$ cat config.mk
export PLATFORM = sky130hd
export DESIGN_NAME = sobel_grad
export DESIGN_NICKNAME = d
export VERILOG_FILES = /design/src/rtl/sobel_pkg.sv /design/src/rtl/sobel_grad.sv
export SDC_FILE = /design/constraint.sdc
export NUM_CORES = 1
export LEC_CHECK = 0
export ABC_AREA = 1
export CAP_MARGIN = 20
export CELL_PAD_IN_SITES_DETAIL_PLACEMENT = 1
export CELL_PAD_IN_SITES_GLOBAL_PLACEMENT = 2
export CORE_ASPECT_RATIO = 1.1
export CORE_MARGIN = 2
export CORE_UTILIZATION = 46
export DETAILED_ROUTE_END_ITERATION = 8
export DONT_BUFFER_PORTS = 1
export PLACE_DENSITY_LB_ADDON = 0.15
export RECOVER_POWER = 100
export SYNTH_ARGS = -nofsm -noshare
export SYNTH_HDL_FRONTEND = slang
export SYNTH_SLANG_ARGS = --single-unit
$ cat constraint.sdc
create_clock -name i_clk -period 17.2 [get_ports i_clk]
set_input_delay 3.44 -clock i_clk [delete_from_list [all_inputs] [get_ports i_clk]]
set_output_delay 3.44 -clock i_clk [all_outputs]
set_load 0.01 [all_outputs]
$ cat src/rtl/sobel_pkg.sv
// Shared constants and types for the Sobel edge magnitude core.
`default_nettype none
package sobel_pkg;

    localparam int PIX_W          = 8;
    localparam int CENTRE_COL_W   = 11;
    localparam int CENTRE_ROW_W   = 12;
    localparam int LINE_WIDTH_W   = 12;
    localparam int FRAME_HEIGHT_W = 13;
    localparam int CFG_IDX_W      = 2;
    localparam int CFG_DATA_W     = 13;

    localparam logic [CFG_IDX_W-1:0] CFG_LINE_WIDTH   = 2'd0;
    localparam logic [CFG_IDX_W-1:0] CFG_FRAME_HEIGHT = 2'd1;

    localparam int DEF_MAX_WIDTH    = 2048;
    localparam int DEF_MAX_HEIGHT   = 4096;
    localparam int RST_LINE_WIDTH   = 640;
    localparam int RST_FRAME_HEIGHT = 480;
    localparam int MIN_DIM          = 3;

    localparam int GRAD_W     = 11;
    localparam int ENERGY_W   = 21;
    localparam int ROOT_IN_W  = 2 * PIX_W;
    localparam int SAT_ENERGY = 65025;

    typedef struct packed {
        logic [PIX_W-1:0] older;
        logic [PIX_W-1:0] newer;
    } t_line_pair;

    typedef struct packed {
        logic                 start;
        logic [ROOT_IN_W-1:0] energy;
    } t_root_req;

    typedef struct packed {
        logic             busy;
        logic             done;
        logic [PIX_W-1:0] root;
    } t_root_rsp;

endpackage
`default_nettype wire

$ cat src/rtl/sobel_grad.sv
// 3x3 window registers, Sobel X/Y kernels and gradient energy.
`default_nettype none
module sobel_grad (
    input  wire logic                                 i_clk,
    input  wire logic                                 i_rst_n,
    input  wire logic                                 i_load,
    input  wire sobel_pkg::t_line_pair                i_lines,
    input  wire logic [sobel_pkg::PIX_W-1:0]          i_sample,
    output      logic [sobel_pkg::ENERGY_W-1:0]       o_energy
);

    localparam int GW = sobel_pkg::GRAD_W;

    logic [sobel_pkg::PIX_W-1:0] r_win [9];
    logic [sobel_pkg::PIX_W-1:0] n_win [9];
    logic signed [GW-1:0]        r_px;
    logic signed [GW-1:0]        r_py;
    logic signed [GW-1:0]        n_px;
    logic signed [GW-1:0]        n_py;
    logic [GW-1:0]               px_pos;
    logic [GW-1:0]               px_neg;
    logic [GW-1:0]               py_pos;
    logic [GW-1:0]               py_neg;
    logic signed [2*GW-1:0]      sq_x;
    logic signed [2*GW-1:0]      sq_y;
    logic [sobel_pkg::ENERGY_W-1:0] r_energy;

    always_comb begin
        n_win[0] = r_win[1];
        n_win[1] = r_win[2];
        n_win[2] = i_lines.older;
        n_win[3] = r_win[4];
        n_win[4] = r_win[5];
        n_win[5] = i_lines.newer;
        n_win[6] = r_win[7];
        n_win[7] = r_win[8];
        n_win[8] = i_sample;

        px_pos = GW'(n_win[2]) + (GW'(n_win[5]) << 1) + GW'(n_win[8]);
        px_neg = GW'(n_win[0]) + (GW'(n_win[3]) << 1) + GW'(n_win[6]);
        py_pos = GW'(n_win[6]) + (GW'(n_win[7]) << 1) + GW'(n_win[8]);
        py_neg = GW'(n_win[0]) + (GW'(n_win[1]) << 1) + GW'(n_win[2]);
        n_px   = $signed(px_pos - px_neg);
        n_py   = $signed(py_pos - py_neg);
    end

    always_ff @(posedge i_clk) begin
        if (!i_rst_n) begin
            for (int i = 0; i < 9; i++) begin
                r_win[i] <= '0;
            end
        end else if (i_load) begin
            r_win <= n_win;
        end
    end

    assign sq_x = r_px * r_px;
    assign sq_y = r_py * r_py;

    always_ff @(posedge i_clk) begin
        if (i_load) begin
            r_px <= n_px;
            r_py <= n_py;
        end
        r_energy <= $unsigned(sobel_pkg::ENERGY_W'(sq_x)) + $unsigned(sobel_pkg::ENERGY_W'(sq_y));
    end

    assign o_energy = r_energy;

endmodule
`default_nettype wire

# Word-level counts from Yosys, hierarchy flattened
# Index checks and enable logic that the tools add are counted.
# word_totals
regBits,91
in_bits,27
output_inout_bits,21
# op_classes
add_sub_neg,11
mul,2
# ops
operator,n
10-bit by 8-bit adder with 11-bit output,4
11-bit by 11-bit multiplier with 21-bit output,2
8-bit by 9-bit adder with 10-bit output,4
11-bit subtractor,2
21-bit adder,1

# Depth between registers and ports, before layout
# Gate-level depths: netlist (run 1).
# logic_depth
depth_word,3
depth_mapped,27

# Least setup slack after synthesis (run 1)
# No wires, ideal clock.
# synth_path
path_type,input to register
startpoint,input port i_lines[8] (netlist name)
endpoint,register r_px[7] (data pin)
setup_time_ns,0.258
arrival_time_ns,6.038
required_time_ns,16.942
path_slack_ns,10.904
stages,13
n_path_buf,0
path_cell_list,fa_1 -> fa_1 -> inv_1 -> fa_1 -> inv_1 -> ha_1 -> inv_1 -> fa_1 -> o21ai_1 -> a21oi_1 -> nor2_1 -> nor2_1 -> xnor2_1
# synth_via
elab_chain_cells,3
# synth_rtl
item,line,rtl
start: declaration,sobel_grad.sv:7,"input wire sobel_pkg::t_line_pair i_lines,"
8-bit by 9-bit adder with 10-bit output,sobel_grad.sv:39,px_pos = GW'(n_win[2]) + (GW'(n_win[5]) << 1) + GW'(n_win[8]);
10-bit by 8-bit adder with 11-bit output,sobel_grad.sv:39,
11-bit subtractor,sobel_grad.sv:43,n_px = $signed(px_pos - px_neg);
via n_px[7],sobel_grad.sv:18,logic signed [GW-1:0] n_px;
end signal: assignment,sobel_grad.sv:62,r_px <= n_px;
end: declaration,sobel_grad.sv:16,logic signed [GW-1:0] r_px;
# The timed path passes the listed nets, and every way through them passes these cells.
# A chain may end at the register's enable or synchronous reset.

# Final worst setup path (run 1)
# layout_path
startpoint,register r_py[0]
endpoint,register r_energy (netlist bit o_energy[18])
# layout_via
elab_chain_cells,2
# layout_rtl
item,line,rtl
start: declaration,sobel_grad.sv:17,logic signed [GW-1:0] r_py;
start signal: assignment,sobel_grad.sv:63,r_py <= n_py;
11-bit by 11-bit multiplier with 21-bit output,sobel_grad.sv:58,assign sq_y = r_py * r_py;
21-bit adder,sobel_grad.sv:65,r_energy <= $unsigned(sobel_pkg::ENERGY_W'(sq_x)) + $unsigned(sobel_pkg::ENERGY_W'(sq_y));
end signal: assignment,sobel_grad.sv:65,
end: declaration,sobel_grad.sv:26,logic [sobel_pkg::ENERGY_W-1:0] r_energy;
# Every way passes these cells.

==> results of run 1 <==
[tightest hold or removal path: cells and delay by family (launching register included)]
family / cells / cell delay [ps]
AND/OR/NAND/NOR: 2 / 140
flip-flops: 1 / 330
[layer usage]
metal  GRT usage [%]  wire length, um  part of all wire (%)  up-vias
li1                -                -                     -     4233
met1           26.21            12490                    41     4575
met2           43.42            17090                    56       80
met3           1.964              641                   2.1       22
met4           4.621              388                   1.3        0
met5               0                0                     0        -
[layout make-up]
cell class                 instances  area share [%]
clock buffer                       9           1.606
clock inverter                     7          0.6513
inverter                         471           12.61
multi-input combinational        896           67.16
sequential                        91           14.56
tap                              368           3.283
timing repair buffer               3          0.1338
[worst paths after layout]
| check | from | to | slack (ps) | cells after the start |
|---|---|---|---|---|
| worst max-delay path | r_py[0]$_DFFE_PP_ | o_energy[18]$_DFF_P_ | 10630 | 20 |
| worst min-delay path | n_win[32]$_SDFFE_PN0P_ | n_win[40]$_SDFFE_PN0P_ | 490 | 2 |
| worst max register to register | r_py[0]$_DFFE_PP_ | o_energy[18]$_DFF_P_ | 10630 | 20 |
| worst min register to register | n_win[32]$_SDFFE_PN0P_ | n_win[40]$_SDFFE_PN0P_ | 490 | 2 |
[sequential cells by signal (all words and copies together), names as in the netlist]
| register | flops |
|---|---|
| r_py | 11 |
| n_win | 48 |
| r_px | 11 |
| o_energy | 21 |
[cells by family (layout without fill, tap and decap cells)]
| family | after synthesis | in the layout | synth area share, % |
|---|---|---|---|
| buffers and inverters | 509 | 490 | 14.31 |
| adder cells (fa/ha/maj) | 390 | 390 | 52.44 |
| AND/OR/NAND/NOR | 347 | 347 | 10.30 |
| AO/OA/AOI/OAI | 116 | 116 | 4.898 |
| flip-flops | 91 | 91 | 15.22 |
| XOR/XNOR | 42 | 42 | 2.743 |
| multiplexers | 1 | 1 | 0.08395 |
[synth_stat cells (all sizes together)]
cell    instances
nand3b          3
o31ai           1
mux2            1
nand2         191
xnor2          10
nand4           4
a21oi          41
xor2           32
buf             2
inv           469
dfxtp          69
and3            1
o21a            1
nor2          122
a211oi          1
clkinv          2
a21boi          1
or2             6
nand3          17
o221ai          1
o211ai          3
a31oi           1
fa            287
clkbuf         36
a21o            4
o21ai          58
o21bai          4
edfxtp         22
nor3            3
ha            103
[stage by stage]
stage / util [%] / cell area (um2) / setup slack [ps] / hold WS, ps
3_5_place_dp: 47.88 / 13740 / 10630 / 478.8
6_report: 48.85 / 14020 / 10630 / 487.4
2_1_floorplan: - / 13410 / 10900 / 449.5
3_3_place_gp: 47.88 / 13740 / 10690 / 461.5
5_1_grt: 48.85 / 14020 / 10180 / 510.8
4_1_cts: 48.98 / 14060 / 10720 / 495.6
==> results.md, run 1 <==
Global route:
- The via count of the first global-routing pass is 10,600.
- Global routing used 22.11% of the available tracks.
- Entering global routing, the biggest net connects 69 pins.
- The initial antenna violation count is 0.
- For this run the aggregate overflow at the end of global routing stands at 0.
- The global-route wire length before repair is 52.95 mm.

Placed design:
- The placed cell count is 1,829.
- In this run the tool buffered the top-level ports with 0 buffer cells.
- The detailed-placement wirelength estimate is 25.76 mm.
- At the end of routability-driven placement, the weighted congestion stood at 0.8130.

Outcome:
- The flow ran to the end, but the final reports show violations.
- The final reports fail on capacitance limit, slew limit.

Clock tree:
- The count of hold buffers inserted by post-cts repair is 0.
- The clock root buffer is clkbuf_16.
- The clock tree from TritonCTS is done.
- The buffer depth of the longest clock path is 2.
- After clock tree synthesis, the clock-pin slew on the worst setup and hold paths is 100 ps.
- Buffers inserted during clock tree synthesis total 9.
- The number of gates resized after CTS was 0.
- The clock net sink count is 91.
- The latest clock arrival within the worst-skew pair is 380 ps.
- The buffer count from post-CTS setup fixing is 0.
- The H-tree generated during clock tree synthesis spans 3 levels.

Critical path:
- On the worst path, the slowest cell contributes a delay of 670 ps.
- The data arrival time at the worst-slack endpoint is 6820 ps.
- The category of the worst setup path launch point is a flop.
- The slowest stage of the critical path is the edfxtp_1 cell.
- Grouping stages by cell kind, the critical path spends the most delay in adder cells.
- The critical path endpoint category is a flop.
- The most numerous cell type found on the critical path is fa_1.
- Walking the worst path, the cells encountered are nand2_1 -> inv_1 -> fa_1 -> inv_1 -> fa_1 -> inv_1 -> fa_1 -> fa_1 -> fa_1 -> fa_1 -> inv_1 -> fa_1 -> inv_1 -> ha_1 -> a21oi_1 -> o21a_1 -> nand2_1 -> a21oi_1 -> o21ai_0 -> xor2_1.
- The class of the most critical setup path is reg -> reg.
- Together, buffers and inverters on the worst path number 5.
- The critical path required time is 17,450 ps.
- The largest driver fanout on the critical path is 14.

Layout:
- Leaving out fill and tap cells, the most frequent cells in the layout are 465 x inv_1, 287 x fa_1, 187 x nand2_1.
- 0 antenna diodes ended up in the layout.
- The count of fill cells added during filler insertion is 3,373.
- Of the cells placed in the final design, the portion with a size suffix greater than 1 is 2.370%.
- The area of the multi-input gates is 9419 um2.
- The footprint of the flip-flops and latches is 2042 um2.
- The final standard cell count with taps included and fillers excluded is 1,845.
- The number of nets at the end of the flow is 1,889.
- Relative to the synthesized area, the layout overhead comes to 4.562%.
- The most frequent standard cell in the layout excluding fill and tap cells is inv_1.

Routing:
- For this block, the routed nets add up to 30.61 mm of wire.
- After detailed routing, the average wire length per cell comes to 16.59 um.
- The count of nets left with antenna violations once routing finished came out at 0.
- Detailed routing inserted a total of 8,910 vias.
- In the routed design, unresolved DRC markers number 0.
- Dividing the detail-routed via count by the number of cells gives 4.829.
- The number of detailed-route iterations in the first pass is 4.
- The first-iteration detailed-routing DRC count is 312.

Timing:
- The clock period could shrink to 6567 ps.
- Derived from the worst setup path, the maximum achievable clock frequency is 0.1523 GHz.
- The tightest slew margin relative to the limit is -52.27%.
- The count of endpoints failing hold in the final timing report was 0.
- The number of setup violations in the final report is 0.
- The worst-margin pin slew is 2284 ps.
- The number of slew-limit violations in the final report is 52.
- The period utilization is 38.18%.
- Setup repair after global routing left no endpoint under its margin.
- Adding up every negative setup slack in the final design gives 0 ps.
- On the final layout, the worst clock skew is 20.75 ps.

Floorplanning:
- The die is 166.8 um wide.
- 48 I/O pins were placed.
- The placeable core area is 28,710 um2.
- The area of the die is 30,540 um2.
- Once the floorplan was initialized, standard cells occupied 46.72% of the core.
- The die boundary height is 183.1 um.
- The number of placement rows is 65.

Logic synthesis:
- The synthesized area per cell is 8.966 um2.
- The synthesized design devotes to its leading area cell type 42.84% of total area.
- The mapped netlist covers 13,410 um2.
- The total of flip-flops plus latches after synthesis is 91.
- Sorting the synthesized cells by area gives the leading types as fa_1 43%, inv_1 13%, dfxtp_1 10%.
- The number of instances in the synthesized netlist is 1,496.
- The sequential share of the synthesized area is 15.22%.
- The count of yosys warnings during synthesis is 0.
- The biggest area contributor in the post-synthesis netlist is fa_1.
- Synthesis instantiated 39 different standard cells from the library.
- Counting every net in the synthesized netlist gives 1,913.

Flow run:
- Max-cap violations in this run came to 1.

Worst hold path:
- The classification of the worst-slack hold path is reg -> reg.
Power of run 1 is not shown: default switching activity piles up to over one toggle a cycle in this logic, so the estimate is an artifact.
==> inputs of run 2 (changes only) <==
--- a/config.mk
+++ b/config.mk
@@ -11,7 +11,7 @@
 export CELL_PAD_IN_SITES_GLOBAL_PLACEMENT = 2
 export CORE_ASPECT_RATIO = 1.1
 export CORE_MARGIN = 2
-export CORE_UTILIZATION = 46
+export CORE_UTILIZATION = 42
 export DETAILED_ROUTE_END_ITERATION = 8
 export DONT_BUFFER_PORTS = 1
 export PLACE_DENSITY_LB_ADDON = 0.15
==> constraint.sdc (replaced) <==
create_clock -name i_clk -period 6.6 [get_ports i_clk]
set_input_delay 1.32 -clock i_clk [delete_from_list [all_inputs] [get_ports i_clk]]
set_output_delay 1.32 -clock i_clk [all_outputs]
set_load 0.01 [all_outputs]
==> run 2 against run 1 <==
The flow still finishes with violations (capacitance limit, slew limit). Register-to-register slack worse by 10000 ps. Design area rose by 1.3%. Hold slack got worse by 2.6 ps. Die area rose by 9.3%. Final cell count up 3.6%. Fmax up 4.1%. Flip-flop and latch count stayed put. Sequential share of layout area decreased by 0.19 points. Setup slack worse by 10000 ps. Non-clock buffer count is 14 higher. Critical path depth is 4 higher. Routed wire length up 1.2%. Critical path type unchanged. Highest routed layer is now met5.
==> results.md, run 2 (same netlist as run 1, synthesis figures left out) <==
Timing:
- Static timing analysis puts the maximum clock frequency at 0.1586 GHz.
- The minimum setup slack in the final design is 293.7 ps.
- The number of setup violations in the final report is 0.
- For the finished layout, the period the worst path requires is 6306 ps.
- The number of slew-limit violations in the final report is 52.
- In this run the tightest slew margin relative to its limit is -58.29%.
- The count of endpoints failing hold in the final timing report is 0.
- Across all hold checks on the routed design, the worst slack comes to 484.8 ps.
- For the pin with the worst max-slew slack, the measured transition is 2374 ps.
- Clock skew on the completed layout was measured at 18.59 ps.
- The period utilization is 95.55%.

Clock tree:
- The clock root buffer is clkbuf_16.
- After clock tree synthesis, the repair step resized 0 gates.
- Buffers inserted during clock tree synthesis total 9.
- The latest clock arrival within the worst-skew pair is 380 ps.
- The clock-pin slew on the worst setup and hold paths is 100 ps.
- The clock tree synthesis step divided the H-tree into 3 levels.
- TritonCTS built the clock tree.
- The clock net sink count is 91.
- The clock passes through at most 2 buffers.

Global route:
- Entering global routing, the biggest net connects 69 pins.
- The via count of the first global-routing pass is 10,550.
- The initial antenna violation count is 1.
- The overall fraction of global-route tracks in use is 20.57%.
- The first global-routing pass estimated 52.96 mm of wire.
- The aggregate global routing overflow is 0.

Floorplanning:
- The initial utilization of the core area, before any placement, comes to 42.72%.
- Pin placement for this block handled 48 I/O pins.
- The die width is 174.4 um.
- In this run the standard cell core region covers 31,400 um2.
- The die boundary height is 191.4 um.
- The area of the die is 33,380 um2.
- After floorplanning, the core was divided into 68 placement rows.

Placed design:
- In this run, placement finished with an instance count of 1,893.
- The number of port buffers is 0.
- The weighted congestion at the end of routability-driven global placement is 0.8323.
- At the placement stage, the worst setup path has a slack of 189.2 ps.
- Once detailed placement completed, the half-perimeter wirelength came to 26.26 mm.

Layout:
- Cells with a size suffix above 1 make up 3.286% of the layout.
- The register with the most flip-flops in the layout has 48 of them.
- The final standard cell count with taps included and fillers excluded is 1,911.
- The net count of the finished layout is 1,903.
- Once layout is complete, the utilization of the core stands at 45.27%.
- The antenna diode instance count is 0.
- From synthesis to final layout, the design area changed by 5.961%.
- The most frequent standard cell in the layout excluding fill and tap cells is inv_1.
- The top cell types in the final layout, fill and taps aside, are 465 x inv_1, 287 x fa_1, 186 x nand2_1.

Outcome:
- The flow ran to the end, but the final reports show violations.
- The final reports fail on capacitance limit, slew limit.

Critical path:
- The category of the worst setup path launch point is a flop.
- The setup path with the least slack is of type reg -> reg.
- The critical path required time is 6880 ps.
- In this run the worst path has a maximum fanout of 8.
- The terminus of the critical flop-to-flop path is o_energy[20]$_DFF_P_.
- The source of the critical timing path is r_px[10]$_DFFE_PP_.
- The flop-to-flop setup slack is 290 ps.
- Counting cells, the worst reg-to-reg path comes to 24.
- STA puts the critical path data arrival time at 6590 ps.
- The critical path endpoint category is a flop.
- The worst register-to-register path begins at r_px[10]$_DFFE_PP_.
- The capture point of the critical path is o_energy[20]$_DFF_P_.

Routing:
- The routed wire length is 30.98 mm.
- The number of DRC violations after detailed routing is 0.
- The number of detailed-route iterations in the first pass is 4.
- The remaining antenna violation count after routing is 0.
- Using the TritonRoute via totals, the vias-per-cell ratio works out to 4.683.
- The detailed router finished its first iteration with 286 violations.
- The via count is 8,949.
- The post-detailed-route wirelength per cell is 16.21 um.

Worst hold path:
- Along the worst hold path, the cell count comes to 2.
- The hold path startpoint is n_win[36]$_SDFFE_PN0P_.
- The worst hold path belongs to the class reg -> reg.

Flow run:
- The number of max-cap violations is 1.
[run 2: how the worst min path moves through the flow]
| stage | endpoint | slack, ps |
|---|---|---|
| after global routing | n_win[45]$_SDFFE_PN0P_ | 520 |
| after CTS | n_win[41]$_SDFFE_PN0P_ | 490 |
| final | n_win[44]$_SDFFE_PN0P_ | 480 |
| after global placement | n_win[45]$_SDFFE_PN0P_ | 460 |
| after detailed placement | n_win[46]$_SDFFE_PN0P_ | 470 |
| after floorplan | n_win[41]$_SDFFE_PN0P_ | 450 |
[run 2: cell type report]
type	instances	area, um2
well taps	420	525.5
repair buffers	17	116.4
flip-flops and latches	91	2042
clock inverters	6	77.57
inverters	471	1768
multi-input cells	896	9433
clock buffers	10	250.2
fillers	3680	17180
[run 2: worst max-delay path, cell delays in order, from the launching register on]
cell and delay (ps):
edfxtp_1 550, buf_4 210, nand2_1 60, inv_1 50, fa_1 490, fa_1 620
inv_1 250, fa_1 540, inv_1 60, fa_1 510, inv_1 60, fa_1 590
fa_1 440, fa_1 560, inv_1 70, ha_1 360, nand2_1 90, nor2_1 100
inv_1 60, nor3_1 130, nand2_1 80, o211ai_1 140, inv_1 80, nand2_1 70
nand2_1 40
[run 2: repair_timing]
action,in CTS,in global routing
endpoints found under the setup margin,0,4
hold buffers,0,0
setup buffers,0,2
[run 2: layer usage]
layer | share of wire, % | GRT usage, %
met2 | 55 | 40.55
met4 | 2.1 | 5.656
met5 | 0.042 | 0
met3 | 2.2 | 2.307
met1 | 40 | 23.27
[run 2: per-stage QoR]
| stage | area (um2) | setup TNS (ps) |
|---|---|---|
| floorplan | 13410 | 0 |
| global placement | 13900 | 0 |
| detailed placement | 13900 | 0 |
| CTS | 14230 | 0 |
| global route | 14210 | -0.6422 |
| finish | 14210 | 0 |
Power of run 2 is left out for the same reason.
