$ cat src/rtl/sobel_pkg.sv
// Shared constants and types for the Sobel edge magnitude core.
`default_nettype none
package sobel_pkg;

    localparam int PIX_W          = 8;
    localparam int CENTRE_COL_W   = 11;
    localparam int CENTRE_ROW_W   = 12;
    localparam int LINE_WIDTH_W   = 12;
    localparam int FRAME_HEIGHT_W = 13;
    localparam int CFG_IDX_W      = 2;
    localparam int CFG_DATA_W     = 13;

    localparam logic [CFG_IDX_W-1:0] CFG_LINE_WIDTH   = 2'd0;
    localparam logic [CFG_IDX_W-1:0] CFG_FRAME_HEIGHT = 2'd1;

    localparam int DEF_MAX_WIDTH    = 2048;
    localparam int DEF_MAX_HEIGHT   = 4096;
    localparam int RST_LINE_WIDTH   = 640;
    localparam int RST_FRAME_HEIGHT = 480;
    localparam int MIN_DIM          = 3;

    localparam int GRAD_W     = 11;
    localparam int ENERGY_W   = 21;
    localparam int ROOT_IN_W  = 2 * PIX_W;
    localparam int SAT_ENERGY = 65025;

    typedef struct packed {
        logic [PIX_W-1:0] older;
        logic [PIX_W-1:0] newer;
    } t_line_pair;

    typedef struct packed {
        logic                 start;
        logic [ROOT_IN_W-1:0] energy;
    } t_root_req;

    typedef struct packed {
        logic             busy;
        logic             done;
        logic [PIX_W-1:0] root;
    } t_root_rsp;

endpackage
`default_nettype wire

$ cat src/rtl/sobel_root.sv
// Iterative ceiling square root, one result bit per cycle plus a rounding step.
`default_nettype none
module sobel_root (
    input  wire logic                 i_clk,
    input  wire logic                 i_rst_n,
    input  wire sobel_pkg::t_root_req i_req,
    output      sobel_pkg::t_root_rsp o_rsp
);

    localparam int RW = sobel_pkg::PIX_W;

    logic                              r_busy;
    logic                              r_done;
    logic [RW-1:0]                     r_mask;
    logic [RW-1:0]                     r_root;
    logic [sobel_pkg::ROOT_IN_W-1:0]   r_energy;
    logic [RW-1:0]                     trial;
    logic [RW-1:0]                     operand;
    logic [sobel_pkg::ROOT_IN_W-1:0]   square;

    assign trial   = r_root | r_mask;
    assign operand = (r_mask == '0) ? r_root : trial;
    assign square  = sobel_pkg::ROOT_IN_W'(operand) * sobel_pkg::ROOT_IN_W'(operand);

    always_ff @(posedge i_clk) begin
        if (!i_rst_n) begin
            r_busy <= 1'b0;
            r_done <= 1'b0;
        end else begin
            r_done <= 1'b0;
            if (i_req.start) begin
                r_busy <= 1'b1;
            end else if (r_busy && r_mask == '0) begin
                r_busy <= 1'b0;
                r_done <= 1'b1;
            end
        end
    end

    always_ff @(posedge i_clk) begin
        if (i_req.start) begin
            r_energy <= i_req.energy;
            r_root   <= '0;
            r_mask   <= {1'b1, {(RW-1){1'b0}}};
        end else if (r_busy) begin
            if (r_mask != '0) begin
                if (square <= r_energy) begin
                    r_root <= trial;
                end
                r_mask <= r_mask >> 1;
            end else if (square < r_energy) begin
                r_root <= r_root + RW'(1);
            end
        end
    end

    assign o_rsp.busy = r_busy;
    assign o_rsp.done = r_done;
    assign o_rsp.root = r_root;

endmodule
`default_nettype wire

$ cat config.mk
export PLATFORM = sky130hd
export DESIGN_NAME = sobel_root
export DESIGN_NICKNAME = d
export VERILOG_FILES = /design/src/rtl/sobel_pkg.sv /design/src/rtl/sobel_root.sv
export SDC_FILE = /design/constraint.sdc
export NUM_CORES = 1
export LEC_CHECK = 0
export BUFFER_PORTS_ARGS = -buffer_cell sky130_fd_sc_hd__buf_2
export CORE_ASPECT_RATIO = 1.25
export CORE_MARGIN = 10
export CORE_UTILIZATION = 25
export CTS_CLUSTER_DIAMETER = 200
export DETAILED_ROUTE_END_ITERATION = 10
export RECOVER_POWER = 100
export SETUP_SLACK_MARGIN = 0.4
export SLEW_MARGIN = 15
export SYNTH_ARGS = -nofsm -noshare
export SYNTH_HDL_FRONTEND = slang
export SYNTH_SLANG_ARGS = --single-unit
$ cat constraint.sdc
create_clock -name i_clk -period 5.2 [get_ports i_clk]
set_clock_uncertainty 0.05 [all_clocks]
set_input_delay 0.26 -clock i_clk [delete_from_list [all_inputs] [get_ports i_clk]]
set_output_delay 0.26 -clock i_clk [all_outputs]
set_load 0.05 [all_outputs]
======== Word-level counts from Yosys, hierarchy flattened ========
Index checks and enable logic that the tools add are counted.
W data, S select, Z words.
word-level totals
  register bits ........................... 34
  input bits .............................. 19
  output and inout bits ................... 10
  word-level logic and storage cells ...... 27
operators by class
  add/sub/neg operators ................... 1
  $mul .................................... 1
  magnitude comparators ................... 2
  equal/unequal tests ..................... 1
  muxes and demuxes ....................... 7
  bitwise gates (word level) .............. 2
  reduce and logical (&&, ||, !) cells .... 8
operators by type and width
  operator               count
  $mux W8                4
  $le A16 B16 Y1         1
  $lt A16 B16 Y1         1
  $mul A8 B8 Y16         1
  $add A8 B1 Y8 const B  1
  $logic_not A8 Y1       1
  $or A8 B8 Y8           1
  $reduce_bool A8 Y1     1
  $reduce_bool A2 Y1     2
  $mux W1                3
  $reduce_and A3 Y1      1
  $ne A2 B1 Y1 const B   1
  $reduce_and A2 Y1      1
  $reduce_or A2 Y1       1
  $logic_and A1 B1 Y1    1
  $not A1 Y1             1

======== Depth between registers and ports, before layout ========
Gate-level depths: netlist of the first run.
  word-level depth ........................ 6
  gate-level depth with buffers ........... 23
  gate-level depth less buffers ........... 22

======== Worst setup path after synthesis of the first run ========
Ideal clock, no wire load.
  path type ............................... register -> register
  start point ............................. reg r_root[4]
  end point ............................... reg r_root[2]
  setup time .............................. 117 ps
  data arrival time ....................... 5594 ps
  data required time ...................... 5033 ps
  setup slack ............................. -561 ps
  cell stages (with the launch flop) ...... 22
  buffers on the path ..................... 1
  clock period less this slack ............ 5761 ps
  path through ............................ dfxtp_1 > nor2_1 > nor2_1 > fa_1 > fa_1 > fa_1 > inv_1 > fa_1 > inv_1 > ha_1 > a21oi_1 > o21ai_1 > nor4_1 > a2111oi_0 > o211ai_1 > ha_1 > nand4_1 > or2_4 > a21o_1 > buf_6 > a21o_2 > a32o_1
on the way
  word-level cells in the longest chain between the ends .. 6
  elaborated cells on any way between the ends .. 8
  those cells by class .................... mul (1); order compare (2); eq/ne (1); mux (1); bitwise (1); reduce/logical (2)
RTL lines
  element                                                                     RTL line                            RTL
  start, declared                                                             sobel_root.sv:15                    logic [RW-1:0] r_root;
  start signal, assigned                                                      sobel_root.sv:48                    r_root <= trial;
  start signal, assigned                                                      sobel_root.sv:52                    r_root <= r_root + RW'(1);
  $or A8 B8 Y8                                                                sobel_root.sv:21                    assign trial = r_root | r_mask;
  $mux W8 (*)                                                                 sobel_root.sv:22                    assign operand = (r_mask == '0) ? r_root : trial;
  $mul A8 B8 Y16 (*)                                                          sobel_root.sv:23                    assign square = sobel_pkg::ROOT_IN_W'(operand) * sobel_pkg::ROOT_IN_W'(operand);
  $le A16 B16 Y1 / $lt A16 B16 Y1 (equally long branches)                     sobel_root.sv:47, sobel_root.sv:51
  $ne A2 B1 Y1 (no source line) / $reduce_bool A2 Y1 (equally long branches)  -
  $reduce_and A3 Y1 (no source line) (*)                                      -
Every way passes the cells marked *; elsewhere a longest branch is shown, timed or not.
A chain may end at the register's enable or synchronous reset.

======== Worst setup path after layout of the first run ========
  start point ............................. reg r_mask[3]
  end point ............................... reg r_root[3]
on the way
  word-level cells in the longest chain between the ends .. 6
  elaborated cells on any way between the ends .. 12
  those cells by class .................... mul (1); order compare (2); eq/ne (1); mux (3); bitwise (1); reduce/logical (4)
RTL lines
  element                                                                     RTL line                            RTL
  start, declared                                                             sobel_root.sv:14                    logic [RW-1:0] r_mask;
  start signal, assigned                                                      sobel_root.sv:44                    r_mask <= {1'b1, {(RW-1){1'b0}}};
  start signal, assigned                                                      sobel_root.sv:50                    r_mask <= r_mask >> 1;
  $logic_not A8 Y1 / $or A8 B8 Y8 (equally long branches)                     sobel_root.sv:22, sobel_root.sv:21
  $mux W8                                                                     sobel_root.sv:22
  $mul A8 B8 Y16                                                              sobel_root.sv:23
  $le A16 B16 Y1 / $lt A16 B16 Y1 (equally long branches)                     sobel_root.sv:47, sobel_root.sv:51
  $ne A2 B1 Y1 (no source line) / $reduce_bool A2 Y1 (equally long branches)  -
  $reduce_and A3 Y1 (no source line)                                          -
Parallel ways exist; a longest one is shown, timed or not. The select of a mux whose other input is x is not followed.

==> results.md, run 1 <==
- Status: complete, but fails checks
- Failing checks: negative setup slack
- Wire length per cell: 14.6 microns
- Nets: 565
- Clock-pin slew on the worst setup and hold paths: 50 ps
- Drt via density: 4.73
- Gr ovfl total: 0
- Slew Viols, Final: 0
- Pwr Total: 939 uW
- RR Endpoint: r_root[3]
- First-pass GRT wire length: 15500 microns
- Pwr Density: 196 mW/mm^2
- Syn Std Cell Area: 0.00348 sq mm
- GRT Util Overall: 0.0969
- Post-synth EDFFs: 16
- Die Ht: 152 microns
- Drt total wl: 9550 microns
- DP HPWL: 7420 microns
- Worst EP required: 5330 ps
- Syn_nets: 475
- Critical Path AT: 5360 ps
- CP Capture Type: register
- Ys flop type: dfxtp_1
- Slew HR: 0.405
- Setup crit start kind: register
- Number of global-route vias before repair: 3332
- First-pass DRT Iterations: 4
- # DRC: 0
- Post-synthesis average cell area: 8.99 sq um
- N_diodes: 0
- Worst Hold Path EP: r_energy[2]
- Pre-CTS WS: -136 ps
- Root buf cell: clkbuf_16
- Static leakage: 0.00226 uW
- Cell taking the most area after synthesis: ha_1
- Flops & latches, synth: 34
- Sequential element share of the synthesized area: 0.242
- DRT antenna net count: 0
- Fin cells: 653
- Layout area overhead: 37.8%
- Post-Synthesis Cells: 387
- Fin area: 0.00479 sq mm
- Site row count: 48
- Slew @ Worst Pin: 892 ps
- Tmin final: 5230 ps
- Die area: 0.0191 sq mm
- Worst hold start: i_req[2]
- Final Hold Vio Count: 0
- Htree depth: 2
- Core ar.: 0.0138 sq mm
- Largest net degree at the start of global routing: 31
- Initial antenna violation count: 0
- Final Wtd Congestion: 0.848
- Ys Warns: 0
- Worst Hold Class: primary input to register
- Reg2Reg Depth: 19
- TritonCTS Buffers: 5
- Top-area cell type share of the netlist area: 0.158
- DP Cell Count: 636
- Ports: 29
- I/O Buffers: 28
- Die extent in x: 126 microns
- Depth of the worst hold-timing path: 1
- Post-layout util: 0.349
- CTS tree: yes
- Sinks on the clock net: 34
- Asr flop ratio synth: 0
- DR vias: 3089
- Drt first-iter violations: 249
- Peak VDD IR: 248 uV
- Setup ws final: -28.1 ps
- Top post-synthesis cells by area: ha_1, fa_1, edfxtp_1, dfxtp_1, inv_1
- Crit path max fanout: 5
- R2r setup slk: -30 ps
- Max Cap Violations: 0
- Tcrit/Tclk final: 1.01
- Final setup vio count: 3
- CTS Buffer Depth: 2
- Post-CTS Hold Buffers: 0
- Initial Util: 0.253
- Unrepaired setup endpoints after global routing: yes
- Layout cell share with drive strength beyond 1: 0.362
- Post-synth cell types: 56
- Max Clk Rate: 191 MHz
- Clk_lat worst skew: 290 ps
- Post-place instance area: 0.00437 sq mm
- Crit Reg-Reg Startpoint: r_mask[3]
- Crit Path Class: register to register
==> kinds of logic (layout without fill, tap and decap cells) <==
logic type | count (synthesis) | in the layout | synth area share
AND/OR/NAND/NOR | 121 | 121 | 0.179
buffers and inverters | 75 | 164 | 0.0867
adder cells (fa/ha/maj) | 69 | 69 | 0.302
AO/OA/AOI/OAI | 66 | 68 | 0.135
flip-flops | 34 | 34 | 0.242
XOR/XNOR | 11 | 11 | 0.0277
multiplexers | 9 | 9 | 0.0259
other | 2 | 2 | 0.00216
==> final cells by class <==
class                   count  area [sq um]
clock inverters             2          38.8
clock buffers               6           150
flip-flops and latches     34           873
repair buffers             90           602
fillers                  1342          8960
well taps                 175           219
inverters                  66           248
multi-input cells         280          2660
==> Yosys cell counts, types with 3 or more instances <==
cell and count:
nor3_1 6, a21oi_1 14, edfxtp_1 16, dfxtp_1 18
o211ai_1 6, inv_1 66, a21o_1 5, fa_1 25
buf_2 4, xor2_1 5, ha_1 44, o21ai_0 9
a211oi_2 3, xnor2_1 6, or3_1 4, and3_1 6
o21ai_1 4, nor4_4 3, nand4_1 8, mux2i_1 9
nand3_1 4, a211oi_1 5, nor2b_1 4, nand2_1 15
nor2_1 58
==> critical path, stage by stage, from the launching register on <==
cell and delay (ps):
dfxtp_2 330, nor2_4 220, nor2_4 60, fa_2 630
fa_2 460, fa_1 490, inv_1 50, fa_2 530
inv_2 40, ha_4 210, or2_4 250, a21oi_2 140
a21oi_1 70, xor2_1 160, ha_1 350, nand4_1 90
or2_4 300, a21o_4 230, a211o_1 300, and3_4 170
==> repair_timing <==
action,in CTS,in global routing
gates cloned,1,1
pin swaps,15,22
resized for setup,21,32
setup buffers,3,4
setup endpoints to repair,8,8
==> how the worst max path moves through the flow <==
stage,start,end,slack (ps),cells past startpoint
floorplan,r_root[4],r_root[2],80,19
global route,r_mask[5],r_root[3],-210,20
global placement,r_root[5],r_root[1],-140,20
CTS,r_mask[7],r_root[3],-60,18
detailed placement,r_mask[4],r_root[2],-140,21
finish,r_mask[3],r_root[3],-30,19
==> stage by stage <==
step	setup TNS [ps]	hold slack [ps]
global route	-1390	97.1
floorplan	0	309
global placement	-874	387
detailed placement	-939	388
finish	-44.9	97.0
CTS	-217	89.7
==> layer usage <==
layer	share of wire	vias to the layer above	wire length [microns]	GRT usage
met5	0	-	0	0
li1	-	1505	-	-
met4	0.041	0	395	0.0500
met2	0.52	90	4950	0.175
met1	0.39	1465	3730	0.103
met3	0.049	29	468	0.0188
==> placed cells by master, fill, tap and decap left out, types with 5 or more instances in the layout <==
cell type,instances
edfxtp_1,16
xor2_1,5
dfxtp_2,5
nor3_1,5
a211oi_1,5
nand4_1,8
inv_1,57
nor2_4,8
nor2_1,41
buf_2,18
fa_1,19
clkbuf_16,6
mux2i_1,9
inv_2,9
dfxtp_4,7
nor2_2,9
ha_1,40
buf_4,58
clkbuf_1,12
o211ai_1,6
o21ai_0,6
and3_1,5
fa_2,6
a21oi_1,9
nand2_1,13
dfxtp_1,6
==> flip-flops by register name (all words and copies together) (netlist names) <==
register,cells
r_mask,8
r_root,8
r_done,1
r_energy,16
r_busy,1
==> report_power, final <==
| part | switching (uW) | leakage [uW] | internal (uW) |
|---|---|---|---|
| registers | 7.08 | 0.000310 | 295 |
| logic | 151 | 0.00186 | 114 |
| clock network | 116 | 0.0000922 | 256 |
| total | 274 | 0.00226 | 665 |
(Power assumes the default switching activity.)
==> run 2, diff against run 1 <==
--- a/config.mk
+++ b/config.mk
@@ -10,5 +10,5 @@
 export CORE_MARGIN = 10
 export CORE_UTILIZATION = 25
-export CTS_CLUSTER_DIAMETER = 200
+export CTS_CLUSTER_DIAMETER = 150
 export DETAILED_ROUTE_END_ITERATION = 10
 export RECOVER_POWER = 100
==> constraint.sdc (replaced) <==
create_clock -name i_clk -period 5.2 [get_ports i_clk]
set_clock_uncertainty 0.05 [all_clocks]
set_input_delay 1.04 -clock i_clk [delete_from_list [all_inputs] [get_ports i_clk]]
set_output_delay 1.04 -clock i_clk [all_outputs]
set_load 0.05 [all_outputs]
==> run 2 against run 1 <==
The flow now finishes without violations. Clock power fell by 20%. Die area did not move. Utilization barely moved. Count of clock-buffer cells in the layout did not move. Via count fell by 2.2%. Sequential share of layout area barely moved. Non-clock buffer count rose by 3. Fmax rose by 1.1%. Total power fell by 9.8%. Global-route usage fell by 0.62 points. Sequential power barely moved. Critical endpoint is now r_root[6].
==> results.md, run 2 (synthesis results as in run 1) <==
- Biggest regs: r_energy x16, r_mask x8, r_root x8 (unchanged)
- Initial Util: 0.253 (unchanged)
- Final setup vio count: 0 (was 3)
- Slew HR: 0.553 (was 0.405)
- Worst EP required: 5350 ps (was 5330 ps)
- Crit path max fanout: 6 (was 5)
- Gr ovfl total: 0 (unchanged)
- Most flops, register: r_energy (unchanged)
- Tcrit/Tclk final: 0.995 (was 1.01)
- Worst Hold Class: register to register (was primary input to register)
- Clock Power Share: 0.353 (was 0.396)
- Ports: 29 (unchanged)
- Slew Viols, Final: 0 (unchanged)
- Drt total wl: 8960 microns (was 9550 microns)
- Static leakage: 0.00230 uW (was 0.00226 uW)
- DR vias: 3020 (was 3089)
- Setup ws final: 28.3 ps (was -28.1 ps)
- Crit Path Class: register to register (unchanged)
- Pwr Density: 177 mW/mm^2 (was 196 mW/mm^2)
- Htree depth: 2 (unchanged)
- Sequential share of power: 0.360 (was 0.321)
- Commonest non-fill, non-tap cell in the layout: buf_4 (unchanged)
- Most Crowded Layer GR: met2 (unchanged)
- DP HPWL: 7400 microns (was 7420 microns)
- Worst hold start: r_root[1] (was i_req[2])
- Drt first-iter violations: 116 (was 249)
- I/O Buffers: 28 (unchanged)
- Nets: 566 (was 565)
- Critical Path Source: r_root[3] (was r_mask[3])
- CP Capture Type: register (unchanged)
- Root buf cell: clkbuf_16 (unchanged)
- Switching share of power: 0.299 (was 0.292)
- Crit path max-delay family: adder cells (unchanged)
- Crit Reg-Reg Startpoint: r_root[3] (was r_mask[3])
- Core ar.: 0.0138 sq mm (unchanged)
- Post-CTS Hold Buffers: 0 (unchanged)
- Status: finished, final reports clean (was complete, but fails checks)
- Die area: 0.0191 sq mm (unchanged)
- Initial antenna violation count: 0 (unchanged)
- Worst path bufs/invs: 3 (was 2)
- CTS Buffer Depth: 2 (unchanged)
- N_diodes: 0 (unchanged)
- Max Cap Violations: 0 (unchanged)
- Met1 Resource Use GR: 0.100 (was 0.103)
- CP max stage cell: fa_2 (unchanged)
- First-pass DRT Iterations: 4 (unchanged)
- Switch Pwr: 253 uW (was 274 uW)
- Max Clk Rate: 193 MHz (was 191 MHz)
- Site row count: 48 (unchanged)
- Tmin final: 5170 ps (was 5230 ps)
- Largest net degree at the start of global routing: 31 (unchanged)
- Wire length per cell: 13.7 microns (was 14.6 microns)
- Slowest stage delay, CP: 620 ps (was 630 ps)
- TritonCTS Buffers: 5 (unchanged)
- Die Ht: 152 microns (unchanged)
- DRT antenna net count: 0 (unchanged)
- Fin area: 0.00479 sq mm (about the same)
- Drt via density: 4.62 (was 4.73)
- GRT Util Overall: 0.0906 (was 0.0969)
- Combinational power share: 0.287 (was 0.282)
- Critical Path AT: 5320 ps (was 5360 ps)
- Met3 Usage GRT: 0.0157 (was 0.0188)
- Number of global-route vias before repair: 3183 (was 3332)
- Layout area overhead: 37.7% (was 37.8%)
- Largest register FFs: 16 (unchanged)
- Post-place instance area: 0.00437 sq mm (about the same)
- Final Wtd Congestion: 0.852 (was 0.848)
- Sinks on the clock net: 34 (unchanged)
- Clk_lat worst skew: 280 ps (was 290 ps)
- # DRC: 0 (unchanged)
- Die extent in x: 126 microns (unchanged)
- GR Util met2: 0.164 (was 0.175)
- Pre-CTS WS: -198 ps (was -136 ps)
- Peak VDD IR: 215 uV (was 248 uV)
- Layout cell share with drive strength beyond 1: 0.390 (was 0.362)
- # fillers: 1359 (was 1342)
- Clock-pin slew on the worst setup and hold paths: 60 ps (was 50 ps)
- CTS tree: yes (unchanged)
- Worst path cell trace: nor2_4 -> nor2_2 -> fa_2 -> fa_1 -> fa_1 -> inv_1 -> fa_2 -> inv_2 -> ha_4 -> or3_4 -> o21a_1 -> xor2_1 -> ha_1 -> nand4_1 -> or2_4 -> a21o_4 -> buf_6 -> and4_2 -> a211oi_2 (was nor2_4 -> nor2_4 -> fa_2 -> fa_2 -> fa_1 -> inv_1 -> fa_2 -> inv_2 -> ha_4 -> or2_4 -> a21oi_2 -> a21oi_1 -> xor2_1 -> ha_1 -> nand4_1 -> or2_4 -> a21o_4 -> a211o_1 -> and3_4)
- Unrepaired setup endpoints after global routing: yes (unchanged)
- DP Cell Count: 635 (was 636)
- Slew @ Worst Pin: 670 ps (was 892 ps)
- Setup crit start kind: register (unchanged)
- Fin cells: 654 (was 653)
- Most frequent cells in the layout: buf_4, inv_1, nor2_1 (unchanged)
- First-pass GRT wire length: 14600 microns (was 15500 microns)
- Int Pwr: 594 uW (was 665 uW)
- Final Hold Vio Count: 0 (unchanged)
run 2: cell count changes in the layout (fill, tap and decap cells not counted), moves of 2 or more:
cell      delta
nor2_2       +2
buf_2       +10
buf_4        +5
clkbuf_1    -12
run 2: final timing paths:
kind	endpoint	slack, ps	cells after the start
setup / recovery	r_root[6]	30	19
hold / removal	r_root[1]	600	3
setup reg to reg	r_root[6]	30	19
hold reg to reg	r_root[1]	600	3
run 2: worst register-to-register path, stage by stage (launching register included):
cell	delay, ps
dfxtp_4	350
nor2_4	180
nor2_2	70
fa_2	620
fa_1	440
fa_1	490
inv_1	50
fa_2	530
inv_2	40
ha_4	160
or3_4	360
o21a_1	200
xor2_1	150
ha_1	290
nand4_1	90
or2_4	290
a21o_4	230
buf_6	140
and4_2	220
a211oi_2	150
run 2: cell type report:
class / instances / area, sq um / share of cell area
clock inverters: 2 / 11.3 / 0.00235
well taps: 175 / 219 / 0.0457
clock buffers: 6 / 139 / 0.0290
multi-input cells: 278 / 2660 / 0.555
repair buffers: 93 / 644 / 0.134
inverters: 66 / 248 / 0.0517
flip-flops and latches: 34 / 872 / 0.182
run 2: timing repair:
action                                  in CTS  in global routing
buffers inserted                             4                  7
resized for setup                           21                 31
endpoints found under the setup margin       8                  8
pin swaps                                    9                 21
run 2: power groups by stage:
| stage | registers, uW | logic [uW] | clock network (uW) |
|---|---|---|---|
| 2_1_floorplan | 319 | 136 | 0 |
| 3_3_place_gp | 310 | 211 | 0 |
| 3_5_place_dp | 311 | 218 | 0 |
| 4_1_cts | 305 | 233 | 307 |
| 5_1_grt | 307 | 268 | 321 |
| 6_report | 305 | 243 | 299 |
run 2: per-stage QoR:
step                      hold WS [ps]  total power (uW)  setup TNS, ps   util
after floorplan                    505               455              0      -
after global placement             589               522           -864  0.317
after detailed placement           591               528          -1320  0.317
after CTS                          606               846              0  0.335
after global routing               639               896           -863  0.348
final                              599               847              0  0.348
run 2: layer usage:
layer,up-vias,routed length (microns)
met4,0,238
met3,16,290
met5,-,0
li1,1498,-
met2,70,4770
met1,1436,3660
